**src/rtl/stt_pkg.sv**
```systemverilog
// ----------------------------------------------------------------------------
// stt_pkg
// Shared types and field widths of the space-time reservation table.
// ----------------------------------------------------------------------------
`default_nettype none

package stt_pkg;

    localparam int LOC_FW   = 10;
    localparam int T_FW     = 8;
    localparam int AGENT_FW = 8;
    localparam int HOLD_FW  = 9;
    localparam int LOC_SPAN = 1 << LOC_FW;
    localparam int T_SPAN   = 1 << T_FW;

    typedef enum logic [1:0] {
        ACT_RESERVE = 2'd0,
        ACT_RELEASE = 2'd1,
        ACT_MOVE    = 2'd2,
        ACT_HOLD    = 2'd3
    } t_action;

    typedef struct packed {
        t_action               action;
        logic [AGENT_FW-1:0]   agent;
        logic [LOC_FW-1:0]     location;
        logic [LOC_FW-1:0]     from_location;
        logic [T_FW-1:0]       timestep;
    } t_cmd;

    typedef struct packed {
        logic                  blocked;
        logic                  vertex_hit;
        logic [AGENT_FW-1:0]   vertex_agent;
        logic                  swap_hit;
        logic [AGENT_FW-1:0]   swap_agent;
        logic [HOLD_FW-1:0]    free_from;
    } t_result;

    // one grid word: occupied flag and occupying agent
    typedef struct packed {
        logic                  valid;
        logic [AGENT_FW-1:0]   agent;
    } t_entry;

endpackage

`default_nettype wire

```
**src/rtl/stt_ctrl.sv**
```systemverilog
// ----------------------------------------------------------------------------
// stt_ctrl
// Sequencer: clearing sweep, reserve write, release read-modify-write of one
// grid word, three-read move check and backward row scan for hold queries.
// ----------------------------------------------------------------------------
`default_nettype none

module stt_ctrl
    import stt_pkg::*;
#(
    parameter int NUM_LOCATIONS = 1024,
    parameter int NUM_TIMESTEPS = 256,
    parameter int NUM_AGENTS    = 256,
    parameter int LOC_W         = 10,
    parameter int T_W           = 8
) (
    input  wire logic                  i_clk,
    input  wire logic                  i_rst_n,
    input  wire logic                  i_start,
    output logic                       o_busy,
    input  wire t_cmd                  i_cmd,
    input  wire logic                  i_cfg_wr_en,
    input  wire logic [T_FW-1:0]       i_cfg_wr_data,
    output logic                       o_mem_we,
    output logic [LOC_W+T_W-1:0]       o_mem_addr,
    output t_entry                     o_mem_wdata,
    input  wire t_entry                i_mem_rdata,
    output logic                       o_done,
    output t_result                    o_result
);

    localparam int ADDR_W = LOC_W + T_W;
    localparam int T_USED = (NUM_TIMESTEPS < T_SPAN) ? NUM_TIMESTEPS : T_SPAN;
    localparam logic [T_W-1:0] T_LAST = T_W'(T_USED - 1);

    typedef enum logic [2:0] {
        S_CLEAR,
        S_IDLE,
        S_REL,
        S_MV_PREV,
        S_MV_FROM,
        S_MV_DONE,
        S_HOLD
    } t_state;

    t_state                r_state, n_state;
    t_cmd                  r_cmd, n_cmd;
    logic [T_FW-1:0]       r_horizon, n_horizon;
    logic [ADDR_W-1:0]     r_clr, n_clr;
    logic [T_W-1:0]        r_k, n_k;
    t_entry                r_dst, n_dst;
    t_entry                r_prev, n_prev;
    logic                  r_done, n_done;
    t_result               r_result, n_result;

    logic [LOC_FW-1:0]     loc_sel;
    logic [T_FW-1:0]       t_sel;
    logic                  use_clr;
    t_entry                from_e;
    logic [HOLD_FW-1:0]    last_p1;
    logic [HOLD_FW-1:0]    t_ext;

    function automatic logic f_loc_ok(input logic [LOC_FW-1:0] loc);
        return 32'(loc) < NUM_LOCATIONS;
    endfunction

    function automatic logic f_t_ok(input logic [T_FW-1:0] ts);
        return 32'(ts) < NUM_TIMESTEPS;
    endfunction

    // horizon, agent range and grid bounds gate reserve and release
    function automatic logic f_allowed(input t_cmd cmd, input logic [T_FW-1:0] hz);
        return (hz == '0 || cmd.timestep <= hz) && (32'(cmd.agent) < NUM_AGENTS) &&
               f_loc_ok(cmd.location) && f_t_ok(cmd.timestep);
    endfunction

    always_comb begin
        n_state   = r_state;
        n_cmd     = r_cmd;
        n_horizon = i_cfg_wr_en ? i_cfg_wr_data : r_horizon;
        n_clr     = r_clr;
        n_k       = r_k;
        n_dst     = r_dst;
        n_prev    = r_prev;
        n_done    = 1'b0;
        n_result  = r_result;
        o_mem_we    = 1'b0;
        o_mem_wdata = '0;
        loc_sel   = r_cmd.location;
        t_sel     = r_cmd.timestep;
        use_clr   = 1'b0;
        from_e    = '0;
        t_ext     = HOLD_FW'(r_cmd.timestep);
        last_p1   = HOLD_FW'(r_k) + HOLD_FW'(1);

        unique case (r_state)
            S_CLEAR: begin
                o_mem_we = 1'b1;
                use_clr  = 1'b1;
                n_clr    = r_clr + ADDR_W'(1);
                if (r_clr == '1) begin
                    n_state = S_IDLE;
                end
            end
            S_IDLE: begin
                loc_sel = i_cmd.location;
                t_sel   = i_cmd.timestep;
                if (i_start) begin
                    n_cmd    = i_cmd;
                    n_result = '0;
                    unique case (i_cmd.action)
                        ACT_RESERVE: begin
                            o_mem_we          = f_allowed(i_cmd, r_horizon);
                            o_mem_wdata.valid = 1'b1;
                            o_mem_wdata.agent = i_cmd.agent;
                            n_done            = 1'b1;
                        end
                        ACT_RELEASE: n_state = S_REL;
                        ACT_MOVE:    n_state = S_MV_PREV;
                        ACT_HOLD: begin
                            if (f_loc_ok(i_cmd.location)) begin
                                t_sel   = T_FW'(T_LAST);
                                n_k     = T_LAST;
                                n_state = S_HOLD;
                            end else begin
                                n_result.free_from = HOLD_FW'(i_cmd.timestep);
                                n_done             = 1'b1;
                            end
                        end
                        default: n_state = S_IDLE;
                    endcase
                end
            end
            S_REL: begin
                // clear only when this agent holds the step
                if (f_allowed(r_cmd, r_horizon) && i_mem_rdata.valid &&
                    i_mem_rdata.agent == r_cmd.agent) begin
                    o_mem_we = 1'b1;
                end
                n_done  = 1'b1;
                n_state = S_IDLE;
            end
            S_MV_PREV: begin
                n_dst   = (f_loc_ok(r_cmd.location) && f_t_ok(r_cmd.timestep)) ?
                          i_mem_rdata : '0;
                t_sel   = r_cmd.timestep - T_FW'(1);
                n_state = S_MV_FROM;
            end
            S_MV_FROM: begin
                // no earlier step at time zero
                n_prev  = (f_loc_ok(r_cmd.location) && r_cmd.timestep != '0 &&
                           f_t_ok(r_cmd.timestep - T_FW'(1))) ? i_mem_rdata : '0;
                loc_sel = r_cmd.from_location;
                n_state = S_MV_DONE;
            end
            S_MV_DONE: begin
                from_e = (f_loc_ok(r_cmd.from_location) && f_t_ok(r_cmd.timestep)) ?
                         i_mem_rdata : '0;
                n_result.vertex_hit   = r_dst.valid;
                n_result.vertex_agent = r_dst.valid ? r_dst.agent : '0;
                n_result.swap_hit     = r_prev.valid && (from_e == r_prev);
                n_result.swap_agent   = (r_prev.valid && (from_e == r_prev)) ?
                                        r_prev.agent : '0;
                n_result.blocked      = r_dst.valid || (r_prev.valid && (from_e == r_prev));
                n_result.free_from    = '0;
                n_done  = 1'b1;
                n_state = S_IDLE;
            end
            S_HOLD: begin
                // r_k is the timestep whose word arrives this cycle
                if (i_mem_rdata.valid) begin
                    n_result.free_from = (last_p1 > t_ext) ? last_p1 : t_ext;
                    n_done  = 1'b1;
                    n_state = S_IDLE;
                end else if (r_k == '0) begin
                    n_result.free_from = t_ext;
                    n_done  = 1'b1;
                    n_state = S_IDLE;
                end else begin
                    n_k   = r_k - T_W'(1);
                    t_sel = T_FW'(r_k - T_W'(1));
                end
            end
            default: n_state = S_CLEAR;
        endcase

        o_mem_addr = use_clr ? r_clr : {loc_sel[LOC_W-1:0], t_sel[T_W-1:0]};
    end

    always_ff @(posedge i_clk) begin
        r_cmd    <= n_cmd;
        r_k      <= n_k;
        r_dst    <= n_dst;
        r_prev   <= n_prev;
        r_result <= n_result;
        if (!i_rst_n) begin
            r_state   <= S_CLEAR;
            r_horizon <= '0;
            r_clr     <= '0;
            r_done    <= 1'b0;
        end else begin
            r_state   <= n_state;
            r_horizon <= n_horizon;
            r_clr     <= n_clr;
            r_done    <= n_done;
        end
    end

    assign o_busy   = (r_state != S_IDLE);
    assign o_done   = r_done;
    assign o_result = r_result;

endmodule

`default_nettype wire

```
**config.mk**
```make
export PLATFORM = sky130hd
export DESIGN_NAME = stt_ctrl
export DESIGN_NICKNAME = d
export VERILOG_FILES = /design/src/rtl/stt_pkg.sv /design/src/rtl/stt_ctrl.sv
export SDC_FILE = /design/constraint.sdc
export NUM_CORES = 1
export LEC_CHECK = 0
export BUFFER_PORTS_ARGS = -buffer_cell sky130_fd_sc_hd__buf_2
export CORE_UTILIZATION = 40
export DETAILED_ROUTE_END_ITERATION = 16
export PLACE_DENSITY = 0.6
export RECOVER_POWER = 100
export SETUP_SLACK_MARGIN = 0.2
export SYNTH_ARGS = -nofsm -noshare
export SYNTH_HDL_FRONTEND = slang
export SYNTH_SLANG_ARGS = --single-unit
```
**constraint.sdc**
```tcl
create_clock -name i_clk -period 4.7 [get_ports i_clk]
set_input_delay 0.47 -clock i_clk [delete_from_list [all_inputs] [get_ports i_clk]]
set_output_delay 0.47 -clock i_clk [all_outputs]
set_load 0.005 [all_outputs]
```
==> metrics.txt, run 1 <==
vias in the first global route=4,868; worst slack, placed=about 1.1 ns; Logic pwr share=0.215; Final min period=approximately 4.1 ns; global-route wire length before repair=around 25,000 µm; RSZ-0062 raised after global routing=false; clk sinks=120; Crit. End Element=output pin; layout cells sized above 1=0.127; grt total ovfl=0; Final nets=806; largest net degree at the start of global routing=31; clk buf depth=2; VDD IR max=about 0.25 mV; global-route usage over all layers=0.196; cell area after layout=about 7700 µm²; max-cap violations=1; die height=approximately 130 µm; clock root cell=clkbuf_16; status=complete, but fails checks; I/O pin cnt=approximately 120; gpl congestion=between 0.9 and 1; Synth Flop Type=edfxtp_1; Cells after Synth=slightly above 600; slack of the critical path=0.591 ns; Synth Net Count=~700; async set-reset flop share out of synthesis=0; sequential power share=0.396; vias per inst=around 5.3; Worst Skew=0.0104 ns; Rows=between 40 and 50; DRC marker count from the first detailed-route iteration=around 330; Die ar.=16,700 µm²; CORE AREA=15,800 µm²; Synth Area in Adders=0.0637; Mean Syn Cell Area=10.7 µm²; antenna-violating nets left=0; Non-Filler Instances=between 900 and 1,000; DR vias=between 4,000 and 5,000; Ys Warns=0; crit share post-route=0.874; post-route setup TNS=0 ns; Placed Instances=~900; slew margin rel.=-0.0575; switching part of the total power=0.313; CP required=4.23 ns; synth unique cells=between 60 and 70; flops & latches, synth=120; Layout fillers=roughly 1,500; CTS tree=built; WS Path Type=flop to output pin; antenna violations before repair=2; internal power=between 2 and 2.5 mW; Final Util=0.487; Setup Fix Bufs, Post-CTS=0; startpoint types=flop; post-cts resize count=0; compound-cell area share of the yosys netlist=0.111; initial core utilization=0.410; clock latency on the worst-skew pair=0.42 ns; mapped cell area=6480 µm²; P per Cell Area=~430 nW/µm²; Post-DP Area=approximately 7200 µm²; switching power=approximately 1.0 mW; P&R area growth vs syn=18.8%; Fin. Hold Viols=0; clock-pin transition on the worst setup and hold timing paths=roughly 0.06 ns; crit path max fanout=19; Avg WL per Cell=~17 µm; largest family of logic cells by synthesized area=simple AND/OR/NAND/NOR gates; drt total wl=15,700 µm; DR pass1 iterations=5; # DRC=0; Post-synth EDFFs=90; Die W=about 130 µm; max-slew violations=29; setup violators final=0; CTS H-Tree Depth=4; detailed placement HPWL=11,700 µm; Hold Crit Class=primary input to flop; Arr. time, crit path=3.64 ns; clock power share=0.389; port buffer count=approximately 120; Leakage=2.85 nW; worst-margin pin slew=around 1.6 ns; xor and xnor fraction of the mapped netlist area=0.0608; simple-gate portion of the synthesized area=0.184; CTS Hold Bufs=0; multiplexer area fraction after synthesis=0.0313; sequential share of the synthesized area=0.509; failing checks=max-capacitance violations, max-slew violations; Fmax=0.243 GHz; TritonCTS Buffers=17
-- state kept, by name, summed over array words and instances, names as in the netlist --
register   count
r_clr         18
r_cmd         36
o_done         1
r_prev         9
r_dst          9
r_horizon      8
o_result      28
r_k            8
r_state        3
-- cells in the mapped netlist (9+ instances only) --
cell | number | area (µm²)
a21oi_1 | 24 | 120
and3_1 | 11 | 68.8
edfxtp_1 | 90 | 2700
nand3_1 | 14 | 70.1
clkbuf_1 | 17 | 63.8
xor2_1 | 9 | 78.8
o21ai_0 | 20 | 100
inv_1 | 32 | 120
nor2b_1 | 12 | 75.1
ha_1 | 33 | 413
nand2_1 | 27 | 101
o22ai_1 | 11 | 68.8
and2_1 | 52 | 325
nor2_1 | 52 | 195
nand4_1 | 14 | 87.6
xnor2_1 | 36 | 315
a221oi_1 | 13 | 114
dfxtp_1 | 30 | 601
mux2i_1 | 18 | 180
-- cell type report --
class | instances | area [µm²] | area share
timing repair buffer | 120 | 510 | 0.0663
multi-input combinational | 423 | 2910 | 0.378
clock inverter | 15 | 158 | 0.0205
tap | 216 | 270 | 0.0351
sequential | 120 | 3300 | 0.429
inverter | 32 | 120 | 0.0156
antenna | 1 | 2.50 | 0.000325
clock buffer | 17 | 425 | 0.0552
-- logic make-up after synthesis --
logic type	after synthesis
flip-flops	120
adder cells (fa/ha/maj)	33
multiplexers	20
AND/OR/NAND/NOR	218
XOR/XNOR	45
AO/OA/AOI/OAI	107
buffers and inverters	61
-- layer usage --
metal,wire [µm],global-route usage,share of wire
met1,6920,0.242,0.44
met2,7580,0.322,0.48
met3,773,0.0475,0.049
met4,422,0.0955,0.027
met5,13,0,0.00083
-- through the flow --
step | hold WS, ns | power (mW)
finish | 0.229 | 3.28
global route | 0.213 | 3.44
CTS | 0.209 | 3.34
detailed placement | 0.511 | 2.05
global placement | 0.507 | 2.03
floorplan | 0.486 | 1.76
-- cell usage in the layout (no fill, tap or decap), drive strengths merged, types with 3 or more instances in the layout --
cell     n
and2    52
inv     41
a31oi    7
or2      4
o22ai   11
nor4     6
ha      33
clkbuf  89
nor2b   12
nor2    53
o21ai   24
mux2i   18
a21boi   3
nand3   14
clkinv   4
nand2   28
a221oi  13
xor2     9
a21oi   24
nand4   14
xnor2   36
buf     48
and3    11
nor3     6
nand2b   5
a211oi   7
o211ai   3
dfxtp   30
edfxtp  90
-- power groups by stage --
stage | Combinational (mW) | Sequential (mW) | Clock, mW
2_1_floorplan | 0.442 | 1.31 | 0
4_1_cts | 0.736 | 1.30 | 1.30
6_report | 0.704 | 1.30 | 1.28
3_3_place_gp | 0.718 | 1.32 | 0
5_1_grt | 0.782 | 1.31 | 1.35
3_5_place_dp | 0.733 | 1.32 | 0
-- final timing paths --
path	cells after the start	start	slack (ns)	endpoint
min reg2reg	1	r_dst[3]	0.52	o_result[21]
max reg2reg	5	r_state[1]	0.80	r_cmd[25]
min	1	i_cmd[12]	0.23	r_cmd[12]
max	10	r_state[1]	0.59	o_mem_we
-- critical path, stage by stage, from the launching register on --
cell	delay [ns]
dfxtp_1	0.35
inv_1	0.09
ha_1	0.62
nor2b_1	0.59
inv_1	0.40
nor4b_1	0.38
buf_4	0.23
a21boi_0	0.20
a31oi_1	0.06
o211ai_1	0.14
clkbuf_1	0.15
Power figures use the tool's default switching activity.
==> inputs of run 2 (changes only) <==
Settings changed: BUFFER_PORTS_ARGS -buffer_cell sky130_fd_sc_hd__buf_2 to -buffer_cell sky130_fd_sc_hd__buf_4.
==> run 2 against run 1 <==
Compared with the run above: the run now ends clean; global-route usage fell by 0.24 points; flip-flop and latch count did not move; sequential power barely moved; final cell count rose by 0.11%; routed wire length fell by 1.5%; largest power group unchanged; highest routed layer is now met4; power rose by 2.9%; clock power barely moved; non-clock buffer count rose by 2; hold slack improved by 0.022 ns; worst setup slack got worse by 0.0044 ns; critical endpoint is now o_mem_wdata[2]; via count fell by 0.95%; design area rose by 3.8%.
==> metrics.txt, run 2 (synthesis results as in run 1) <==
status=completed (was complete, but fails checks); Worst R2R Setup Slack=0.76 ns (was 0.80 ns); Largest register FFs=36 (unchanged); setup violators final=0 (unchanged); WS Path Type=flop to output pin (unchanged); Fin. Hold Viols=0 (unchanged); max-slew violations=0 (was 29); Arr. time, crit path=3.64 ns (about the same); CTS H-Tree Depth=4 (unchanged); port buffer count=116 (unchanged); Rows=46 (unchanged); slack of the critical path=0.587 ns (was 0.591 ns); worst-margin pin slew=1.28 ns (was 1.59 ns); global-route usage over all layers=0.194 (was 0.196); hold worst-path end=r_cmd[8] (was r_cmd[12]); crit share post-route=0.875 (was 0.874); vias in the first global route=4,801 (was 4,868); initial core utilization=0.410 (unchanged); layout cells sized above 1=0.185 (was 0.127); largest net degree at the start of global routing=31 (unchanged); Crit. End Element=output pin (unchanged); post-route setup TNS=0 ns (unchanged); Leakage=3.03 nW (was 2.85 nW); Die ar.=16,700 µm² (unchanged); Die W=129 µm (unchanged); Worst Skew=0.0117 ns (was 0.0104 ns); clk sinks=120 (unchanged); slew margin rel.=0.142 (was -0.0575); gpl congestion=0.917 (was 0.931); Setup Fix Bufs, Post-CTS=0 (unchanged); Met3 Routed Length=651 µm (was 773 µm); CORE AREA=15,800 µm² (unchanged); CTS tree=built (unchanged); Fmax=0.243 GHz (about the same); RSZ-0062 raised after global routing=false (unchanged); antenna violations before repair=0 (was 2); commonest non-fill, non-tap cell in the layout=edfxtp_1 (unchanged); clock root cell=clkbuf_16 (unchanged); Hold Crit Class=primary input to flop (unchanged); drt total wl=15,500 µm (was 15,700 µm); Final nets=808 (was 806); crit path max fanout=19 (unchanged); DRC marker count from the first detailed-route iteration=279 (was 328); startpoint types=flop (unchanged); DR pass1 iterations=7 (was 5); # DRC=0 (unchanged); Avg WL per Cell=16.4 µm (was 16.6 µm); metal2 WL=7570 µm (was 7580 µm); TritonCTS Buffers=17 (unchanged); met1 WL=6810 µm (was 6920 µm); hold depth=1 (unchanged); Biggest register=r_cmd (unchanged); I/O pin cnt=117 (unchanged); worst slack, placed=1.13 ns (was 1.11 ns); VDD IR max=0.229 mV (was 0.251 mV); global-route wire length before repair=24,500 µm (was 24,700 µm); max-cap violations=0 (was 1); clock-pin transition on the worst setup and hold timing paths=0.06 ns (about the same); # diodes=0 (was 1); die height=129 µm (unchanged); FF-to-FF End=r_cmd[19] (was r_cmd[25]); CTS Hold Bufs=0 (unchanged); CP required=4.23 ns (about the same); P per Cell Area=422 nW/µm² (was 426 nW/µm²); vias per inst=5.20 (was 5.26); antenna-violating nets left=0 (unchanged); post-cts resize count=0 (unchanged); detailed placement HPWL=11,700 µm (about the same); worst r2r src=r_state[1] (unchanged); DR vias=4,917 (was 4,964); P&R area growth vs syn=23.3% (was 18.8%); grt total ovfl=0 (unchanged); clk buf depth=2 (unchanged); Final min period=4.11 ns (about the same); min-delay src=i_cmd[8] (was i_cmd[12]); path depth of the worst reg2reg path=5 (unchanged); commonest cells after routing, fill and taps aside=90 x edfxtp_1, 58 x clkbuf_4, 52 x nor2_1, 37 x and2_0, 36 x xnor2_1 (was 90 x edfxtp_1, 72 x clkbuf_1, 52 x nor2_1, 45 x buf_2); Max Used Layer=met4 (was met5); clock latency on the worst-skew pair=0.42 ns (about the same)
-- run 2: cell type report --
class,instances,area [µm²]
fillers,1459,7830
multi-input cells,423,2920
repair buffers,122,788
clock inverters,15,168
flip-flops and latches,120,3300
clock buffers,17,425
inverters,32,120
well taps,216,270
-- run 2: layer usage --
metal  up-vias  GRT usage
met2       125      0.317
met4         0     0.0990
met1      2344      0.245
met5         -          0
met3        29     0.0363
li1       2419          -
-- run 2: through the flow --
step / hold WS (ns) / area, µm² / utilization / total power [mW] / instances
floorplan: 0.486 / 6480 / - / 1.76 / 604
global placement: 0.503 / 7540 / 0.476 / 2.11 / 913
detailed placement: 0.511 / 7540 / 0.476 / 2.13 / 913
CTS: 0.216 / 8130 / 0.514 / 3.44 / 945
global route: 0.235 / 7990 / 0.505 / 3.53 / 945
finish: 0.252 / 7990 / 0.505 / 3.38 / 945
-- run 2: worst max path at each step --
stage	start	endpoint
2_1_floorplan	r_k[0]	o_result[2]
3_3_place_gp	r_state[1]	o_mem_we
3_5_place_dp	r_state[1]	o_mem_we
4_1_cts	r_state[1]	o_mem_we
5_1_grt	r_state[1]	o_mem_wdata[2]
6_report	r_state[1]	o_mem_wdata[2]
-- run 2: worst max-delay path, stage by stage, from the launching register on --
cell and delay [ns]:
dfxtp_1 0.35, inv_1 0.10, ha_1 0.63, nor2b_1 0.57
inv_1 0.41, nor4b_2 0.47, clkbuf_1 0.38, and2_0 0.20
buf_4 0.11
-- run 2: report_power, final --
group / internal [mW] / switching, mW
clock network: 0.793 / 0.510
registers: 1.25 / 0.0492
logic: 0.329 / 0.443
total: 2.37 / 1.00
